`config.mk`:
```
export PLATFORM = sky130hd
export DESIGN_NAME = lsu_front
export DESIGN_NICKNAME = d
export VERILOG_FILES = /design/src/hw/rtl/assert_macros.svh /design/src/hw/rtl/lsu_pkg.sv /design/src/hw/rtl/lsu_front.sv
export SDC_FILE = /design/constraint.sdc
export NUM_CORES = 1
export LEC_CHECK = 0
export BUFFER_PORTS_ARGS = -buffer_cell sky130_fd_sc_hd__buf_2
export CORE_UTILIZATION = 35
export DETAILED_ROUTE_END_ITERATION = 10
export PLACE_DENSITY = 0.86
export SLEW_MARGIN = 20
export SYNTH_ARGS = -nofsm -noshare
export SYNTH_HDL_FRONTEND = slang
export SYNTH_SLANG_ARGS = --single-unit
```
`constraint.sdc`:
```
create_clock -name vclk -period 2.5
set_input_delay 0.25 -clock vclk [all_inputs]
set_output_delay 0.25 -clock vclk [all_outputs]
set_load 0.01 [all_outputs]
```
`src/hw/rtl/assert_macros.svh`:
```
// assertion macros shared by the rtl
`ifndef ASSERT_MACROS_SVH
`define ASSERT_MACROS_SVH
`ifndef SYNTH
// property that must hold at every clock edge out of reset
`define LSU_ASSERT(lbl, clk, rst_n, prop) \
    lbl: assert property (@(posedge clk) disable iff (!rst_n) (prop)) \
        else $error("lsu assertion failed");
// consequence that must hold in the cycle after the antecedent
`define LSU_ASSERT_NEXT(lbl, clk, rst_n, ante, cons) \
    lbl: assert property (@(posedge clk) disable iff (!rst_n) (ante) |=> (cons)) \
        else $error("lsu assertion failed");
`else
`define LSU_ASSERT(lbl, clk, rst_n, prop)
`define LSU_ASSERT_NEXT(lbl, clk, rst_n, ante, cons)
`endif
`endif

```
`src/hw/rtl/lsu_pkg.sv`:
```
`timescale 1ns / 1ps
`default_nettype none
package lsu_pkg;
    // store buffer entries
    localparam int BUFFER_DEPTH = 32;
    // main memory size in bytes, a power of two
    localparam int MEMORY_BYTES = 65536;
    // number of reorder buffer tags
    localparam int TAG_COUNT    = 32;

    localparam int BUF_IW  = $clog2(BUFFER_DEPTH);
    localparam int BUF_CW  = $clog2(BUFFER_DEPTH + 1);
    localparam int MEM_AW  = $clog2(MEMORY_BYTES);
    localparam int TAG_W   = 5;
    localparam int DATA_W  = 32;
    localparam int OFF_W   = 12;
    localparam int FIFO_DEPTH = 2;
    localparam int FIFO_PW = $clog2(FIFO_DEPTH);
    localparam int FIFO_CW = $clog2(FIFO_DEPTH + 1);

    typedef enum logic [1:0] {
        CMD_EXEC    = 2'd0,
        CMD_COMMIT  = 2'd1,
        CMD_FLUSH   = 2'd2,
        CMD_PRELOAD = 2'd3
    } t_cmd;

    typedef enum logic [2:0] {
        KIND_LB  = 3'd0,
        KIND_LBU = 3'd1,
        KIND_LH  = 3'd2,
        KIND_LHU = 3'd3,
        KIND_LW  = 3'd4,
        KIND_SB  = 3'd5,
        KIND_SH  = 3'd6,
        KIND_SW  = 3'd7
    } t_kind;

    typedef enum logic [2:0] {
        S_CLEAR,
        S_IDLE,
        S_LD_REQ,
        S_LD_CAP,
        S_ST_CHK,
        S_ST_WR,
        S_COMMIT,
        S_RESULT
    } t_state;

    // one classified operation as it travels from front to back
    typedef struct packed {
        t_cmd              cmd;
        t_kind             kind;
        logic [MEM_AW-1:0] idx;
        logic [DATA_W-1:0] data;
        logic [TAG_W-1:0]  tag;
    } t_op;
endpackage
`default_nettype wire

```
`src/hw/rtl/lsu_front.sv`:
```
`timescale 1ns / 1ps
`default_nettype none
module lsu_front (
    input  logic                           i_valid,
    output logic                           o_ready,
    input  logic [1:0]                     i_command,
    input  logic [2:0]                     i_access_kind,
    input  logic [lsu_pkg::DATA_W-1:0]     i_base_value,
    input  logic signed [lsu_pkg::OFF_W-1:0] i_offset,
    input  logic [lsu_pkg::DATA_W-1:0]     i_store_value,
    input  logic [lsu_pkg::TAG_W-1:0]      i_rob_tag,
    input  logic                           i_full,
    input  logic                           i_clearing,
    output logic                           o_push,
    output lsu_pkg::t_op                   o_op
);
    import lsu_pkg::*;

    // tag reduced into the tag range by repeated subtraction
    function automatic logic [TAG_W-1:0] tag_reduce(input logic [TAG_W-1:0] t);
        logic [TAG_W:0] v;
        v = {1'b0, t};
        for (int s = 0; s < 8; s++) begin
            if (v >= (TAG_W+1)'(TAG_COUNT)) begin
                v = v - (TAG_W+1)'(TAG_COUNT);
            end
        end
        return v[TAG_W-1:0];
    endfunction

    logic [DATA_W-1:0] addr;
    t_cmd              cmd;

    assign cmd  = t_cmd'(i_command);
    assign addr = i_base_value + DATA_W'(i_offset);

    assign o_ready = !i_full && !i_clearing;
    assign o_push  = i_valid && o_ready;

    always_comb begin
        o_op.cmd  = cmd;
        o_op.kind = t_kind'(i_access_kind);
        o_op.data = i_store_value;
        o_op.tag  = tag_reduce(i_rob_tag);
        // preload takes the base as its byte address
        if (cmd == CMD_PRELOAD) begin
            o_op.idx = i_base_value[MEM_AW-1:0];
        end else begin
            o_op.idx = addr[MEM_AW-1:0];
        end
    end
endmodule
`default_nettype wire

```
==> results.txt, run 1 <==
Setup crit end: o_op[47]
Setup TNS: 0 ns
Vias in the first global route: 1114
LEAKAGE: 0.672 nW
Final Max Slew Viols: 0
Commonest cells post-synth: 42 x buf_4, 24 x nand2_1, 15 x ha_1
Synth area leader: buf_4
Worst EP required: 2.25 ns
Synth top area share: 24.9%
# diodes: 0
Fin. Hold Viols: 0
Die X: 62.1 um
Number of sequential cells: 0
Critical path start-end classification: in -> out
Nets: 302
Die ar.: 3860 sq um
CP Data Arrival Time: 2.22 ns
Max-Cap Viols: 0
Finished Layout Cells: 241
Initial DRC Count: 32
FF/Latch Area: 0 sq um
HPWL after detailed placement: 2.39 mm
Final wirelength: 2.83 mm
Ys Warns: 0
Post-synthesis cell area: 1270 sq um
Tmin final: 2.47 ns
Vias per inst: 5.05
Post-synthesis area per instance: 7.15 sq um
Fin crit share: 98.7%
HP Class: in -> out
Slew margin rel.: 53.6%
PD cells: 270 nW/um^2
CLK BUF: 0
Cell total after placement: 239
Largest net degree at the start of global routing: 23
Starting density of the core: 37.4%
Cts hold-fix bufs: 0
Antenna Violating Nets Remaining: 0
Syn Inst Count: 177
Register area share after synthesis: 0%
GP Congestion: 0.866
Syn nets: 282
Routed len/inst: 11.8 um
Final setup vio count: 0
First-pass GRT wire length: 4.68 mm
Setup crit end kind: primary output
CP max FO: 3
Synth cell types: 40
Synth top area cells: buf_4 25%, ha_1 15%, nand2_1 7.1%
Drt drc: 0
Via count: 1218
All-Layer GR Usage: 14.0%
Core area: 3390 sq um
CP startpoint: i_base_value[0]
IR Drop Worst-Case VDD: 0.0852 mV
Most frequent cell after synthesis: buf_4
Area growth from synthesis to layout: 10.1%
Initial antenna violation count: 0
Unrepaired setup endpoints after global routing: yes
Drt first pass iters: 4
Placement row count: 21
Ports: 149
Die Ht: 62.1 um
Crit start category: primary input
Share of cells above drive strength 1: 40.0%
Total grt overflow: 0
Outcome: finished, final reports clean
Max Clk Rate: 405 MHz
Worst slew pin tran: 0.696 ns
Port Buffers: 53
==> routing by layer <==
metal | vias to the layer above | GRT usage, % | share of wire [%] | wire [um]
met5 | - | 0 | 0 | 0
met4 | 0 | 2.03 | 0.71 | 20
met3 | 6 | 1.29 | 5.7 | 161
met2 | 45 | 25.1 | 48 | 1350
met1 | 546 | 18.2 | 46 | 1300
li1 | 621 | - | - | -
==> stage by stage <==
step	instance area, sq um	hold slack [ns]	utilization [%]	setup WS [ns]	power [mW]
6_report	1390	0.500	41.1	0.0313	0.376
2_1_floorplan	1270	0.547	-	0.123	0.296
5_1_grt	1390	0.500	41.1	-0.0935	0.417
3_5_place_dp	1330	0.500	39.2	-0.150	0.357
4_1_cts	1380	0.500	40.6	0.00186	0.371
3_3_place_gp	1330	0.500	39.2	-0.131	0.348
==> layout by cell type, fill, tap and decap left out, types with 2 or more instances in the layout <==
cell       n
o211ai_1   3
o21a_1     2
nand2b_1   3
and2_1     3
inv_1      2
o31ai_2    3
and3_1     2
buf_6      2
a21o_1     5
nand4_1    3
a21boi_0   2
a21oi_1   13
nor2_1     8
nor2b_1    2
xor2_1     5
buf_4     12
nand2_1   24
o21ai_0    9
ha_1      14
buf_2     51
xnor2_1    6
==> cell families after synthesis <==
| kind of cell | share of synthesized area (%) |
|---|---|
| xor gates and xnor gates | 7.61 |
| buffers and inverters | 27.2 |
| adders and majority gates | 16.4 |
| muxes | 0.791 |
| and+or+nand+nor | 19.6 |
| AOI/OAI and AO/OA | 28.5 |
==> worst max-delay path: stages <==
cell      delay (ns)
buf_6           0.10
ha_4            0.15
fa_2            0.33
a21o_1          0.20
a221oi_4        0.33
a21boi_2        0.13
o21a_1          0.20
o21a_1          0.17
o31ai_2         0.17
buf_2           0.17
==> area by class of cell <==
class	count	area, sq um
multi-input combinational	128	961
inverter	2	7.51
tap	46	57.6
fill	344	2000
timing repair buffer	65	368
==> worst min path at each step <==
stage | start | to | slack (ns) | cells after the start
after floorplan | i_full | o_ready | 0.55 | 1
after global placement | i_store_value[7] | o_op[12] | 0.50 | 0
after detailed placement | i_store_value[7] | o_op[12] | 0.50 | 0
after CTS | i_store_value[7] | o_op[12] | 0.50 | 0
after global routing | i_store_value[6] | o_op[11] | 0.50 | 0
final | i_store_value[5] | o_op[10] | 0.50 | 0
==> report_power, final <==
part | internal, mW | switching [mW]
registers | 0 | 0
logic | 0.182 | 0.194
clock network | 0 | 0
total | 0.182 | 0.194
==> what timing repair did <==
action / 4_1_cts / 5_1_grt
pin swaps: 3 / 4
setup buffers: 1 / 1
endpoints found under the setup margin: 4 / 4
gates resized for setup: 8 / 2
Power figures use the tool's default switching activity.
==> run 2: changes to the inputs <==
CORE_ASPECT_RATIO = 0.6   (was unset)
CORE_UTILIZATION = 32   (was 35)
PLACE_DENSITY = 0.83   (was 0.86)
clock period = 2.08 ns   (was 2.5 ns; I/O delays follow)
==> run 2 against run 1 <==
The flow now finishes with violations (negative setup slack). Wire length increased by 31%. Flip-flop and latch count unchanged. Sequential share of layout area unchanged. Worst setup slack got worse by 0.36 ns. Cell count increased by 10%. Via count increased by 7.8%. Global-route usage increased by 1.2 points. Critical path depth unchanged. Total power increased by 63%. Combinational power increased by 63%. Hold slack got worse by 0.084 ns. Clock-buffer cell count unchanged. Critical path type unchanged. Critical endpoint unchanged.
==> results.txt, run 2 (synthesis results as in run 1) <==
Placement row count: 17
Cell total after placement: 260
CP Data Arrival Time: 2.20 ns
Most frequent cells in the layout: 47 x buf_2, 33 x buf_4, 24 x nand2_1, 9 x a21oi_1, 9 x ha_4
Unrepaired setup endpoints after global routing: yes
HP Class: in -> out
Die ar.: 4220 sq um
Largest net degree at the start of global routing: 11
Tmin final: 2.41 ns
Crit-path max cell delay: 0.37 ns
Violated checks: negative setup slack
Antenna Violating Nets Remaining: 0
Area growth from synthesis to layout: 44.5%
Final setup vio count: 6
Worst EP required: 1.87 ns
Crit path cell chain: buf_8 -> ha_4 -> fa_2 -> a21o_1 -> a221oi_4 -> a21boi_4 -> o21a_1 -> o21a_1 -> o31ai_4 -> buf_2
FF/Latch Area: 0 sq um
Fin. Hold Viols: 0
Fillers: 373
Final Max Slew Viols: 0
Met1 usage: 23.7%
Finished Layout Cells: 266
Worst hold slack: 0.416 ns
All-Layer GR Usage: 15.2%
PD cells: 335 nW/um^2
GR Layer Usage met2: 21.7%
Nets: 326
Drt drc: 0
Vias in the first global route: 1096
Worst slew pin tran: 0.407 ns
CP max FO: 3
Met3 Resource Use GR: 2.96%
CLK BUF: 0
Setup crit end kind: primary output
Max Clk Rate: 415 MHz
GP Congestion: 0.808
Number of sequential cells: 0
Slew margin rel.: 72.6%
Core area: 3720 sq um
Drt first pass iters: 4
Routed len/inst: 13.9 um
Ports: 149
Post-layout util: 49.1%
Slowest cell on the critical path: a221oi_4
Overall power: 0.612 mW
# diodes: 0
Fin crit share: 116%
Port Buffers: 53
Share of cells above drive strength 1: 55.7%
Outcome: finished with violations
Die Ht: 50.7 um
Total grt overflow: 0
Vias per inst: 4.94
Starting density of the core: 34.0%
Max-Cap Viols: 0
HPWL after detailed placement: 2.83 mm
Die X: 83.2 um
First-pass GRT wire length: 5.26 mm
Initial antenna violation count: 0
Final wirelength: 3.70 mm
Initial DRC Count: 96
Critical path start-end classification: in -> out
Setup TNS: -1.20 ns
IR Drop Worst-Case VDD: 0.146 mV
Commonest non-fill, non-tap cell in the layout: buf_2
LEAKAGE: 0.821 nW
Grt peak-use layer: met1
Crit start category: primary input
Most used cell, CP: o21a_1
Via count: 1313
Final WS setup: -0.331 ns
Multi-input combinational cell area: 1170 sq um
==> run 2: cell types whose count changed in the layout (fill, tap and decap cells not counted), moves of 4 or more <==
| cell | before | now |
|---|---|---|
| buf_2 | 51 | 47 |
| ha_4 | 1 | 9 |
| ha_1 | 14 | 4 |
| buf_6 | 2 | 7 |
| a21oi_1 | 13 | 9 |
| buf_4 | 12 | 33 |
| a21oi_2 | 0 | 4 |
==> run 2: layout make-up <==
| type | count | area share (%) |
|---|---|---|
| repair buffers | 89 | 32.4 |
| inverters | 2 | 0.410 |
| well taps | 47 | 3.21 |
| multi-input cells | 128 | 64.0 |
==> run 2: critical path: cells and delay by family <==
kind / cells / cell delay, ns
AO/OA/AOI/OAI: 6 / 1.25
adder cells (fa/ha/maj): 2 / 0.49
buffers and inverters: 2 / 0.26
==> run 2: worst paths after layout <==
path	from	end	cells after the start
hold / removal	i_store_value[25]	o_op[30]	0
setup / recovery	i_base_value[0]	o_op[47]	10
==> run 2: repair_timing <==
item | in CTS | in global routing
setup buffers | 4 | 4
pin swaps | 20 | 19
hold buffers | 0 | 0
gates cloned | 0 | 0
gates resized for setup | 17 | 26
setup endpoints to repair | 10 | 10
==> run 2: routing by layer <==
layer / vias up / routed length, um
met1: 608 / 2000
met4: 0 / 25
li1: 666 / -
met2: 35 / 1470
met5: - / 0
met3: 4 / 205
==> run 2: through the flow <==
step / instance area [sq um] / setup WS [ns]
after global routing: 1830 / -0.445
final: 1830 / -0.331
after global placement: 1510 / -0.354
after floorplan: 1300 / -0.0891
after CTS: 1640 / -0.323
after detailed placement: 1510 / -0.380
==> run 2: report_power, final <==
group	internal, mW	switching [mW]
Sequential	0	0
Combinational	0.322	0.290
Clock	0	0
Total	0.322	0.290
==> run 3: changes to the inputs <==
CORE_UTILIZATION = 35   (was 32)
PLACE_DENSITY = 0.86   (was 0.83)
clock period = 2.53 ns   (was 2.08 ns; I/O delays follow)
==> run 3 against run 2 <==
The run still ends with negative setup slack left. Largest power group unchanged. Total power fell by 38%. Non-clock buffer count shrank 23. Flip-flop and latch count did not move. Critical path depth is 1 higher.
==> results.txt, run 3 (synthesis results as in run 1) <==
Unrepaired setup endpoints after global routing: yes
Drt first pass iters: 4
Drt drc: 0
PD cells: 272 nW/um^2
All-Layer GR Usage: 15.4%
Crit start category: primary input
Vias in the first global route: 1116
Violated checks: negative setup slack
Final WS setup: -0.0678 ns
Nets: 303
Fin crit share: 103%
Net switching power: 0.199 mW
Fin. Hold Viols: 0
Number of sequential cells: 0
Critical path start-end classification: in -> out
Cell area after layout: 1400 sq um
Initial DRC Count: 34
Max Clk Rate: 385 MHz
Finished Layout Cells: 241
Placement row count: 16
# diodes: 0
Worst slew pin tran: 0.770 ns
Outcome: finished with violations
Cell family with most CP delay: compound AO/OA/AOI/OAI gates
Vias per inst: 5.14
Final Max Slew Viols: 0
Die X: 79.7 um
Port Buffers: 53
Logic gate share of total power: 100.0%
Overall power: 0.381 mW
Placed inst area: 1310 sq um
Slew margin rel.: 48.7%
Commonest non-fill, non-tap cell in the layout: buf_2
Setup TNS: -0.0678 ns
Clock power share: 0%
Ports: 149
Crit-path max cell delay: 0.36 ns
Crit path cell chain: buf_6 -> ha_4 -> fa_2 -> a21o_1 -> a221oi_4 -> buf_4 -> nor2_4 -> a2111oi_4 -> or4_1 -> nand4_1 -> buf_2
Final wirelength: 3.03 mm
Total grt overflow: 0
CP max FO: 3
FF/Latch Area: 0 sq um
CP Data Arrival Time: 2.34 ns
Via count: 1238
Share of cells above drive strength 1: 40.3%
Die ar.: 3870 sq um
Antenna Violating Nets Remaining: 0
Tmin final: 2.60 ns
Switching share of power: 52.1%
Setup crit end kind: primary output
First-pass GRT wire length: 4.94 mm
Starting density of the core: 37.9%
Initial antenna violation count: 0
CP Buf/Inv Count: 3
Area growth from synthesis to layout: 10.9%
HPWL after detailed placement: 2.38 mm
IR Drop Worst-Case VDD: 0.0964 mV
Die Ht: 48.6 um
Final setup vio count: 1
Post-layout util: 42.0%
CLK BUF: 0
Sequential share of power: 0%
Internal: 0.183 mW
Most frequent cells in the layout: 51 x buf_2, 24 x nand2_1, 14 x ha_1, 13 x a21oi_1, 13 x buf_4
Core area: 3340 sq um
HP Class: in -> out
Cell total after placement: 236
Worst EP required: 2.28 ns
Slowest cell on the critical path: fa_2
Routed len/inst: 12.6 um
Largest net degree at the start of global routing: 23
GP Congestion: 0.804
Max-Cap Viols: 0
Fillers: 359
LEAKAGE: 0.681 nW
==> run 3: through the flow <==
stage               hold slack [ns]  setup slack (ns)
floorplan                     0.553             0.147
global placement              0.506            -0.141
detailed placement            0.506            -0.154
CTS                           0.506           -0.0806
global route                  0.506            -0.183
finish                        0.506           -0.0678
==> run 3: final timing paths <==
| path | start | end | slack, ns | cells past startpoint |
|---|---|---|---|---|
| worst max-delay path | i_base_value[0] | o_op[49] | -0.07 | 11 |
| worst min-delay path | i_store_value[6] | o_op[11] | 0.51 | 0 |
==> run 3: metal layers <==
metal  GRT usage (%)  wire length (um)  share of wire (%)
met5               0                 0                  0
met4            1.82                 0                  0
met3            3.02               217                7.2
met2            23.4              1250                 41
met1            22.6              1560                 52
==> run 3: final cells by class <==
| type | instances | area, sq um | area share [%] |
|---|---|---|---|
| Inverter | 2 | 7.51 | 0.535 |
| Timing Repair Buffer | 66 | 375 | 26.7 |
| Tap cell | 45 | 56.3 | 4.01 |
| Multi-Input combinational cell | 128 | 965 | 68.7 |
==> run 3: power groups by stage <==
| stage | Sequential [mW] | Clock (mW) | Combinational, mW |
|---|---|---|---|
| 2_1_floorplan | 0 | 0 | 0.293 |
| 3_3_place_gp | 0 | 0 | 0.343 |
| 3_5_place_dp | 0 | 0 | 0.350 |
| 4_1_cts | 0 | 0 | 0.371 |
| 5_1_grt | 0 | 0 | 0.419 |
| 6_report | 0 | 0 | 0.381 |
==> run 3: what timing repair did <==
action,CTS,global route
hold buffers,0,0
buffers inserted,4,1
endpoints found under the setup margin,4,5
pin swaps,8,5
gates resized for setup,7,3
