`src/hw/rtl/assert_macros.svh`:
```
// assertion macros shared by the rtl
`ifndef ASSERT_MACROS_SVH
`define ASSERT_MACROS_SVH
`ifndef SYNTH
// property that must hold at every clock edge out of reset
`define LSU_ASSERT(lbl, clk, rst_n, prop) \
    lbl: assert property (@(posedge clk) disable iff (!rst_n) (prop)) \
        else $error("lsu assertion failed");
// consequence that must hold in the cycle after the antecedent
`define LSU_ASSERT_NEXT(lbl, clk, rst_n, ante, cons) \
    lbl: assert property (@(posedge clk) disable iff (!rst_n) (ante) |=> (cons)) \
        else $error("lsu assertion failed");
`else
`define LSU_ASSERT(lbl, clk, rst_n, prop)
`define LSU_ASSERT_NEXT(lbl, clk, rst_n, ante, cons)
`endif
`endif

```
`src/hw/rtl/lsu_pkg.sv`:
```
`timescale 1ns / 1ps
`default_nettype none
package lsu_pkg;
    // store buffer entries
    localparam int BUFFER_DEPTH = 32;
    // main memory size in bytes, a power of two
    localparam int MEMORY_BYTES = 65536;
    // number of reorder buffer tags
    localparam int TAG_COUNT    = 32;

    localparam int BUF_IW  = $clog2(BUFFER_DEPTH);
    localparam int BUF_CW  = $clog2(BUFFER_DEPTH + 1);
    localparam int MEM_AW  = $clog2(MEMORY_BYTES);
    localparam int TAG_W   = 5;
    localparam int DATA_W  = 32;
    localparam int OFF_W   = 12;
    localparam int FIFO_DEPTH = 2;
    localparam int FIFO_PW = $clog2(FIFO_DEPTH);
    localparam int FIFO_CW = $clog2(FIFO_DEPTH + 1);

    typedef enum logic [1:0] {
        CMD_EXEC    = 2'd0,
        CMD_COMMIT  = 2'd1,
        CMD_FLUSH   = 2'd2,
        CMD_PRELOAD = 2'd3
    } t_cmd;

    typedef enum logic [2:0] {
        KIND_LB  = 3'd0,
        KIND_LBU = 3'd1,
        KIND_LH  = 3'd2,
        KIND_LHU = 3'd3,
        KIND_LW  = 3'd4,
        KIND_SB  = 3'd5,
        KIND_SH  = 3'd6,
        KIND_SW  = 3'd7
    } t_kind;

    typedef enum logic [2:0] {
        S_CLEAR,
        S_IDLE,
        S_LD_REQ,
        S_LD_CAP,
        S_ST_CHK,
        S_ST_WR,
        S_COMMIT,
        S_RESULT
    } t_state;

    // one classified operation as it travels from front to back
    typedef struct packed {
        t_cmd              cmd;
        t_kind             kind;
        logic [MEM_AW-1:0] idx;
        logic [DATA_W-1:0] data;
        logic [TAG_W-1:0]  tag;
    } t_op;
endpackage
`default_nettype wire

```
`src/hw/rtl/lsu_fifo.sv`:
```
`timescale 1ns / 1ps
`default_nettype none
module lsu_fifo (
    input  logic         i_clk,
    input  logic         i_rst_n,
    input  logic         i_push,
    input  lsu_pkg::t_op i_op,
    input  logic         i_pop,
    output logic         o_full,
    output logic         o_nonempty,
    output lsu_pkg::t_op o_op
);
    import lsu_pkg::*;

    t_op                r_buf [FIFO_DEPTH];
    logic [FIFO_PW-1:0] r_wr_ptr;
    logic [FIFO_PW-1:0] r_rd_ptr;
    logic [FIFO_CW-1:0] r_count;

    assign o_full     = (r_count == FIFO_CW'(FIFO_DEPTH));
    assign o_nonempty = (r_count != '0);
    assign o_op       = r_buf[r_rd_ptr];

    always_ff @(posedge i_clk) begin
        if (!i_rst_n) begin
            r_wr_ptr <= '0;
            r_rd_ptr <= '0;
            r_count  <= '0;
        end else begin
            if (i_push) begin
                r_wr_ptr <= (r_wr_ptr == FIFO_PW'(FIFO_DEPTH - 1)) ? '0 : r_wr_ptr + 1'b1;
            end
            if (i_pop) begin
                r_rd_ptr <= (r_rd_ptr == FIFO_PW'(FIFO_DEPTH - 1)) ? '0 : r_rd_ptr + 1'b1;
            end
            if (i_push && !i_pop) begin
                r_count <= r_count + 1'b1;
            end else if (i_pop && !i_push) begin
                r_count <= r_count - 1'b1;
            end
        end
    end

    always_ff @(posedge i_clk) begin
        if (i_push) begin
            r_buf[r_wr_ptr] <= i_op;
        end
    end
endmodule
`default_nettype wire

```
`config.mk`:
```
export PLATFORM = sky130hd
export DESIGN_NAME = lsu_fifo
export DESIGN_NICKNAME = d
export VERILOG_FILES = /design/src/hw/rtl/assert_macros.svh /design/src/hw/rtl/lsu_pkg.sv /design/src/hw/rtl/lsu_fifo.sv
export SDC_FILE = /design/constraint.sdc
export NUM_CORES = 1
export LEC_CHECK = 0
export ABC_AREA = 1
export BUFFER_PORTS_ARGS = -buffer_cell sky130_fd_sc_hd__buf_2
export CORE_ASPECT_RATIO = 1.1
export CORE_UTILIZATION = 45
export DETAILED_ROUTE_END_ITERATION = 16
export GPL_TIMING_DRIVEN = 0
export HOLD_SLACK_MARGIN = 0.05
export PLACE_DENSITY = 0.73
export SYNTH_ARGS = -nofsm -noshare
export SYNTH_HDL_FRONTEND = slang
export SYNTH_SLANG_ARGS = --single-unit
```
`constraint.sdc`:
```
create_clock -name i_clk -period 3.41 [get_ports i_clk]
set_input_delay 0 -clock i_clk [delete_from_list [all_inputs] [get_ports i_clk]]
set_output_delay 0 -clock i_clk [all_outputs]
set_load 0.03 [all_outputs]
```
==> results of run 1 <==
through the flow:
step	utilization, %	hold WS (ps)	std cells	area, um^2	setup TNS (ps)
after floorplan	-	98.9	215	4490	0
after global placement	54.9	188	453	5240	-66090
after detailed placement	55.4	191	455	5290	0
after CTS	67.7	178	548	6450	0
after global routing	67.7	189	548	6450	0
final	67.7	212	548	6450	0
registers in the layout, summed over array words and instances (netlist names), named ones only:
name and cells:
r_buf 116, r_wr_ptr 1, r_rd_ptr 1, r_count 2
kinds of logic after synthesis:
logic type      Yosys count
buf+inv                  14
simple gates             19
compound gates            2
fa+ha+maj                 1
flops                   121
mux                      58
what timing repair did:
item | CTS | global route
endpoints found under the setup margin | 0 | 0
gates resized for setup | 0 | 0
hold buffers | 61 | 0
hold endpoints to repair | 121 | 0
Yosys cell counts:
master | number | area (um^2)
a21oi_1 | 1 | 5.00
buf_2 | 3 | 15.0
buf_6 | 3 | 33.8
dfxtp_1 | 5 | 100
edfxtp_1 | 116 | 3480
ha_1 | 1 | 12.5
inv_1 | 8 | 30.0
mux2_2 | 38 | 428
mux2_4 | 20 | 300
nand2_1 | 9 | 33.8
nand3_1 | 1 | 5.00
nand4_1 | 1 | 6.26
nor2_1 | 8 | 30.0
o21ai_0 | 1 | 5.00
path summary, 6_finish.rpt:
check | to | slack, ps | cells after the start
min reg2reg | flop | 520 | 2
max reg2reg | r_buf[0][14]$_DFFE_PP_ | 1790 | 2
max | o_op[34] | 1650 | 4
min | r_buf[0][55]$_DFFE_PP_ | 210 | 2
cell type report:
cell class | count | area [um^2]
clock inverters | 9 | 97.6
well taps | 117 | 146
flip-flops and latches | 121 | 3580
plain buffers | 6 | 48.8
clock buffers | 23 | 457
inverters | 8 | 30.0
fillers | 633 | 3080
multi-input cells | 80 | 833
repair buffers | 184 | 1260
where the power goes:
part	switching [mW]	total, mW	leakage [nW]	internal [mW]
registers	0.0215	1.74	1.13	1.72
clock network	0.583	1.65	0.275	1.07
logic	0.277	0.483	1.17	0.205
layer usage:
layer	routed length, um	share of wire, %	vias up
met5	0	0	-
met4	76	0.89	0
met3	397	4.6	7
met2	4810	56	86
met1	3300	38	1282
li1	-	-	1242
==> impl_metrics.json, run 1 <==
{
  "status": "completed",
  "maxCapViolCount": 0,
  "yosysWarnings": 0,
  "dpl.hpwl_um": 5080,
  "portBuffers": 121,
  "finalCritPeriodShare_pct": 51.7,
  "die-height_um": 107,
  "seq_area_frac_synth_pct": 79.8,
  "rr_startpoint": "r_wr_ptr$_SDFFE_PN0P_",
  "cpPeakStageDelay_ps": 380,
  "worst_slack_ps": 1650,
  "final_common_cell": "buf_2",
  "synth_top_family_by_area": "multiplexers",
  "met1_usage_pct": 17.7,
  "synth_xor_area_share_pct": 0,
  "synth-seq-cells": 121,
  "num_io_pins": 122,
  "relSlewSlack_pct": 44.0,
  "path_common_cell": "buf_6",
  "avgSynthCellArea_um2": 20.9,
  "via_count": 2617,
  "nets": 481,
  "globalplace.congestion": 0.696,
  "cp_cell_sequence": "buf_6 -> buf_6 -> mux2_4 -> buf_2",
  "setup_violations": 0,
  "synthAdderAreaFrac_pct": 0.279,
  "dr.pass1.iters": 4,
  "synth_nets": 278,
  "crit_slowest_cell": "dfxtp_1",
  "grtUsageMet2_pct": 33.2,
  "drtIter0Drc": 66,
  "root_buffer": "clkbuf_8",
  "antenna_found_initial": 0,
  "end_kind": "output port",
  "place_ws_ps": 1730,
  "core_area_um2": 9540,
  "crit_family": "buffers and inverters",
  "wl_per_cell_um": 15.7,
  "powerDensity_nw_per_um2": 601,
  "drcViolationCount": 0,
  "critPathKind": "reg -> out",
  "drt-total-wl_um": 8580,
  "cts_tree": "yes",
  "required_ps": 3410,
  "synth_cell_types": 14,
  "final_cell_mix": "buf_2 (124), edfxtp_1 (116), dlygate4sd3_1 (61)",
  "cts_post_setup_buffers_inserted": 0,
  "min_path_type": "in -> reg",
  "ant_nets": 0,
  "die_w_um": 97.2,
  "finalPower_mw": 3.88,
  "vias_per_cell": 4.78,
  "maxClockFrequency_ghz": 0.567,
  "path_max_fanout": 10,
  "clk_latency_ps": 510,
  "timing_hold_violations_final": 0,
  "p_leak_nw": 2.58,
  "grt_pass1_wl_um": 13400,
  "synth_area_um2": 4490,
  "yosys.area_share.simple_pct": 1.67,
  "synth_compound_area_share_pct": 0.223,
  "num_rows": 37,
  "synth_mux_area_share_pct": 16.2,
  "finalClockSkew_ps": 7.93,
  "path_clk_slew_ps": 60,
  "worstMarginPinSlew_ps": 837,
  "drv_slew": 0,
  "worstHoldStart": "i_op[55]",
  "syn_inst": 215,
  "grtUsageTotal_pct": 17.6,
  "dieArea_um2": 10400,
  "drive_above_1_share_pct": 50.3,
  "grt_pass1_vias": 2789,
  "cts_htree_levels": 4,
  "start_kind": "flop",
  "area_growth_pct": 43.8,
  "cts_sinks": 121,
  "cp_num_buf_inv": 3,
  "top_usage_layer": "met2",
  "grt_max_degree": 33,
  "n_antenna_cell": 0,
  "met3_usage_pct": 5.41,
  "rsz0062_at_grt": "false",
  "grt-ovfl-total": 0,
  "final.min_clock_period_ps": 1760,
  "start_util_pct": 47.1,
  "ir_worst_vdd_v": 0.000357,
  "numCtsBuffers": 17,
  "cts_buffer_depth": 2,
  "crit_arrival_ps": 1760
}
No activity file was read; power rests on OpenSTA's default activity.
==> run 2: changes to the inputs <==
PLACE_DENSITY = 0.7   (was 0.73)
clock period = 1.74 ns   (was 3.41 ns; I/O delays follow)
==> run 2 against run 1 <==
Effect of this change:
- sequential share of layout area is 0.78 points lower
- highest routed layer unchanged
- critical endpoint is now o_op[17]
- critical path type unchanged
- core utilization up 0.98 points
- hold slack gained 5.1 ps
==> impl_metrics.json, run 2 (synthesis gave the netlist of run 1 again) <==
{
  "timing_hold_violations_final": 0,
  "relSlewSlack_pct": 49.5,
  "grt_max_degree": 30,
  "start_kind": "flop",
  "cts_buffer_depth": 2,
  "portBuffers": 121,
  "cts_tree": "yes",
  "globalplace.congestion": 0.736,
  "final.min_clock_period_ps": 1660,
  "cts_sinks": 121,
  "crit_arrival_ps": 1660,
  "setup_violations": 0,
  "ant_nets": 0,
  "status": "completed",
  "top_register": "r_buf",
  "maxClockFrequency_ghz": 0.604,
  "finalCritPeriodShare_pct": 95.2,
  "drv_slew": 0,
  "die-height_um": 107,
  "antenna_found_initial": 0,
  "grtUsageTotal_pct": 17.6,
  "finalClockSkew_ps": 9.21,
  "cpPeakStageDelay_ps": 360,
  "p_leak_nw": 2.60,
  "drtIter0Drc": 77,
  "vias_per_cell": 4.74,
  "path_max_fanout": 10,
  "min_path_type": "in -> reg",
  "place_ws_ps": -494,
  "crit_slowest_cell": "dfxtp_2",
  "dr.pass1.iters": 4,
  "ir_worst_vdd_v": 0.000832,
  "grt-ovfl-total": 0,
  "regArea_um2": 3580,
  "num_io_pins": 122,
  "powerDensity_nw_per_um2": 1190,
  "start_util_pct": 47.1,
  "nets": 485,
  "numCtsBuffers": 17,
  "maxCapViolCount": 0,
  "top_regs": "r_buf x116, r_count x2",
  "area_growth_pct": 45.9,
  "end_kind": "output port",
  "critPathKind": "reg -> out",
  "num_rows": 37,
  "grt_pass1_wl_um": 13500,
  "drive_above_1_share_pct": 50.1,
  "die_w_um": 97.2,
  "drcViolationCount": 0,
  "worstMarginPinSlew_ps": 756,
  "multi_input_area_um2": 836,
  "final_cell_mix": "buf_2 (121), edfxtp_1 (116), dlygate4sd3_1 (61)",
  "worst_slack_ps": 83.6,
  "rsz0062_at_grt": "false",
  "cp_cell_sequence": "buf_6 -> buf_8 -> mux2_4 -> buf_2",
  "tns_ps": 0,
  "clk_latency_ps": 510,
  "grt_pass1_vias": 2808,
  "root_buffer": "clkbuf_8",
  "path_clk_slew_ps": 50,
  "n_antenna_cell": 0,
  "required_ps": 1740,
  "dieArea_um2": 10400,
  "wl_per_cell_um": 15.4,
  "largest_reg_flops": 116,
  "dpl.hpwl_um": 4920,
  "nFillCells": 652,
  "cts_htree_levels": 4,
  "via_count": 2616,
  "core_area_um2": 9540,
  "final_common_cell": "buf_2",
  "drt-total-wl_um": 8520
}
[run 2: changes by cell type in the layout (fill, tap and decap cells not counted), sizes merged]
cell	before	now
clkinvlp	1	3
bufinv	2	4
clkinv	6	7
inv	8	7
[run 2: timing repair]
item                       CTS  global route
hold endpoints to repair   123             0
gates cloned                 1             0
resized for setup            4             4
hold buffers                61             0
setup endpoints to repair   92            66
setup buffers                3             0
pin swaps                    0             0
[run 2: through the flow]
| step | util (%) | hold WS, ps | total power [mW] | std cells | cell area (um^2) |
|---|---|---|---|---|---|
| 2_1_floorplan | - | 98.9 | 4.03 | 215 | 4500 |
| 6_report | 68.6 | 217 | 7.81 | 552 | 6550 |
| 3_5_place_dp | 55.6 | 191 | 4.32 | 455 | 5310 |
| 3_3_place_gp | 55.1 | 188 | 4.28 | 453 | 5250 |
| 5_1_grt | 68.6 | 205 | 8.08 | 552 | 6550 |
| 4_1_cts | 68.5 | 199 | 7.86 | 552 | 6540 |
[run 2: routing by layer]
| metal | wire (um) | track usage (%) |
|---|---|---|
| met2 | 4590 | 32.3 |
| met4 | 188 | 8.40 |
| met1 | 3320 | 18.5 |
| met3 | 423 | 5.02 |
| met5 | 0 | 0 |
[run 2: final timing paths]
check	to	cells after the start	startpoint	slack, ps
max	o_op[17]	4	flop	80
min	r_buf[1][22]$_DFFE_PP_	2	i_op[22]	220
max reg2reg	r_buf[1][55]$_DFFE_PP_	2	r_wr_ptr$_SDFFE_PN0P_	120
min reg2reg	r_rd_ptr$_SDFFE_PN0P_	2	r_rd_ptr$_SDFFE_PN0P_	510
[run 2: power breakdown]
group	internal, mW	leakage [nW]	switching (mW)	total, mW
clock	2.29	0.278	1.14	3.43
sequential	3.37	1.13	0.0408	3.41
combinational	0.422	1.19	0.544	0.966
total	6.08	2.60	1.73	7.81
[run 2: worst max-delay path: cells and delay by family, from the launching register on]
family / cells / cell delay, ps
muxes: 1 / 310
DFF: 1 / 360
buffers and inverters: 3 / 480
[run 2: cell type report]
type / count / share of cell area, %
Buffer: 6 / 0.975
Tap cell: 117 / 2.24
Sequential cell: 121 / 54.8
Clock buffer: 20 / 6.50
Clock inverter: 12 / 2.37
Timing Repair inverter: 1 / 0.115
Timing Repair Buffer: 187 / 19.8
Multi-Input combinational cell: 80 / 12.8
Inverter: 8 / 0.516
==> run 3: changes to the inputs <==
PLACE_DENSITY = 0.74   (was 0.7)
==> run 3 against run 2 <==
Effect of this change:
- register-to-register slack about the same
- design area grew 0.42%
- sequential cell count unchanged
- highest routed layer unchanged
- setup slack improved by 6.5 ps
- via count down 0.61%
- final cell count up 0.18%
==> impl_metrics.json, run 3 (synthesis gave the netlist of run 1 again) <==
{
  "dr.pass1.iters": 4,
  "maxClockFrequency_ghz": 0.606,
  "drt-total-wl_um": 8370,
  "ant_nets": 0,
  "path_clk_slew_ps": 60,
  "portBuffers": 121,
  "finalCritPeriodShare_pct": 94.8,
  "start_util_pct": 47.1,
  "end_kind": "output port",
  "finalClockSkew_ps": 8.15,
  "crit_arrival_ps": 1650,
  "drtIter0Drc": 63,
  "drive_above_1_share_pct": 51.6,
  "postLayoutCoreUtil_pct": 68.9,
  "drcViolationCount": 0,
  "cts_htree_levels": 4,
  "relSlewSlack_pct": 53.1,
  "cts_sinks": 121,
  "wl_per_cell_um": 15.1,
  "core_area_um2": 9540,
  "via_count": 2600,
  "area_growth_pct": 46.5,
  "ir_worst_vdd_v": 0.000836,
  "min_path_type": "in -> reg",
  "required_ps": 1740,
  "maxCapViolCount": 0,
  "grtUsageTotal_pct": 17.0,
  "place_area_um2": 5310,
  "die-height_um": 107,
  "final_cell_mix": "buf_2 (121), edfxtp_1 (116), dlygate4sd3_1 (62)",
  "cts_buffer_depth": 2,
  "numCtsBuffers": 17,
  "timing_hold_violations_final": 0,
  "final.min_clock_period_ps": 1650,
  "final_common_cell": "buf_2",
  "num_rows": 37,
  "globalplace.congestion": 0.675,
  "dpl.hpwl_um": 4890,
  "setup_violations": 0,
  "root_buffer": "clkbuf_8",
  "num_io_pins": 122,
  "n_antenna_cell": 0,
  "status": "completed",
  "critPathKind": "reg -> out",
  "rsz0062_at_grt": "false",
  "grt_pass1_vias": 2788,
  "antenna_found_initial": 0,
  "cts_tree": "yes",
  "design_area_um2": 6570,
  "p_leak_nw": 2.61,
  "powerDensity_nw_per_um2": 1200,
  "grt_max_degree": 30,
  "worstMarginPinSlew_ps": 702,
  "top_register": "r_buf",
  "nets": 486,
  "grt_pass1_wl_um": 13100,
  "top_regs": "r_buf x116, r_count x2",
  "vias_per_cell": 4.70,
  "path_max_fanout": 10,
  "clk_latency_ps": 500,
  "dieArea_um2": 10400,
  "drv_slew": 0,
  "grt-ovfl-total": 0,
  "largest_reg_flops": 116,
  "die_w_um": 97.2,
  "start_kind": "flop"
}
==> run 3: cell count changes in the layout (fill, tap and decap cells not counted), sizes merged <==
| cell | previous run | this run |
|---|---|---|
| clkbuf | 23 | 21 |
| clkinvlp | 3 | 5 |
| dlygate4sd3 | 61 | 62 |
==> run 3: layout make-up <==
cell class,count,area (um^2)
Tap cell,117,146
Timing Repair Buffer,188,1300
Buffer,6,63.8
Sequential cell,121,3580
Clock buffer,18,418
Clock inverter,14,180
Fill cell,643,2960
Inverter,8,33.8
Multi-Input combinational cell,80,836
Timing Repair inverter,1,7.51
==> run 3: report_power, final <==
part	leakage [nW]	switching [mW]	internal, mW
Sequential	1.13	0.0404	3.37
Combinational	1.19	0.546	0.424
Clock	0.288	1.19	2.30
==> run 3: timing repair <==
action,in CTS,in global routing
gates resized for setup,2,6
hold buffers,62,0
setup buffers,3,0
cloned,1,0
endpoints found under the setup margin,85,107
endpoints found under the hold margin,138,0
==> run 3: worst paths after layout <==
kind	start	endpoint	slack, ps	depth (start not counted)
worst max-delay path	flop	o_op[25]	90	4
worst min-delay path	i_op[50]	r_buf[1][50]$_DFFE_PP_	220	2
worst max register to register	r_wr_ptr$_SDFFE_PN0P_	r_buf[0][18]$_DFFE_PP_	130	3
worst min register to register	r_rd_ptr$_SDFFE_PN0P_	r_rd_ptr$_SDFFE_PN0P_	510	2
==> run 3: stage by stage <==
stage	std cells	TNS (ps)	setup WS, ps	total power [mW]	hold WS (ps)
after floorplan	215	0	70.8	4.03	98.9
after global placement	453	-46790	-456	4.28	188
after detailed placement	455	-25880	-448	4.32	191
after CTS	553	-22.0	-7.21	7.93	193
after global routing	553	0	8.55	8.12	199
final	553	0	90.1	7.87	216
==> run 3: per-layer routing <==
layer	global-route usage, %	vias up	wire, um
li1	-	1248	-
met1	17.5	1256	3290
met2	31.0	84	4540
met3	5.61	12	409
met4	8.30	0	129
met5	0	-	0
==> run 3: critical path, stage by stage, from the launching register on <==
cell	delay, ps
dfxtp_2	350
buf_6	140
buf_8	160
mux2_4	310
buf_2	180
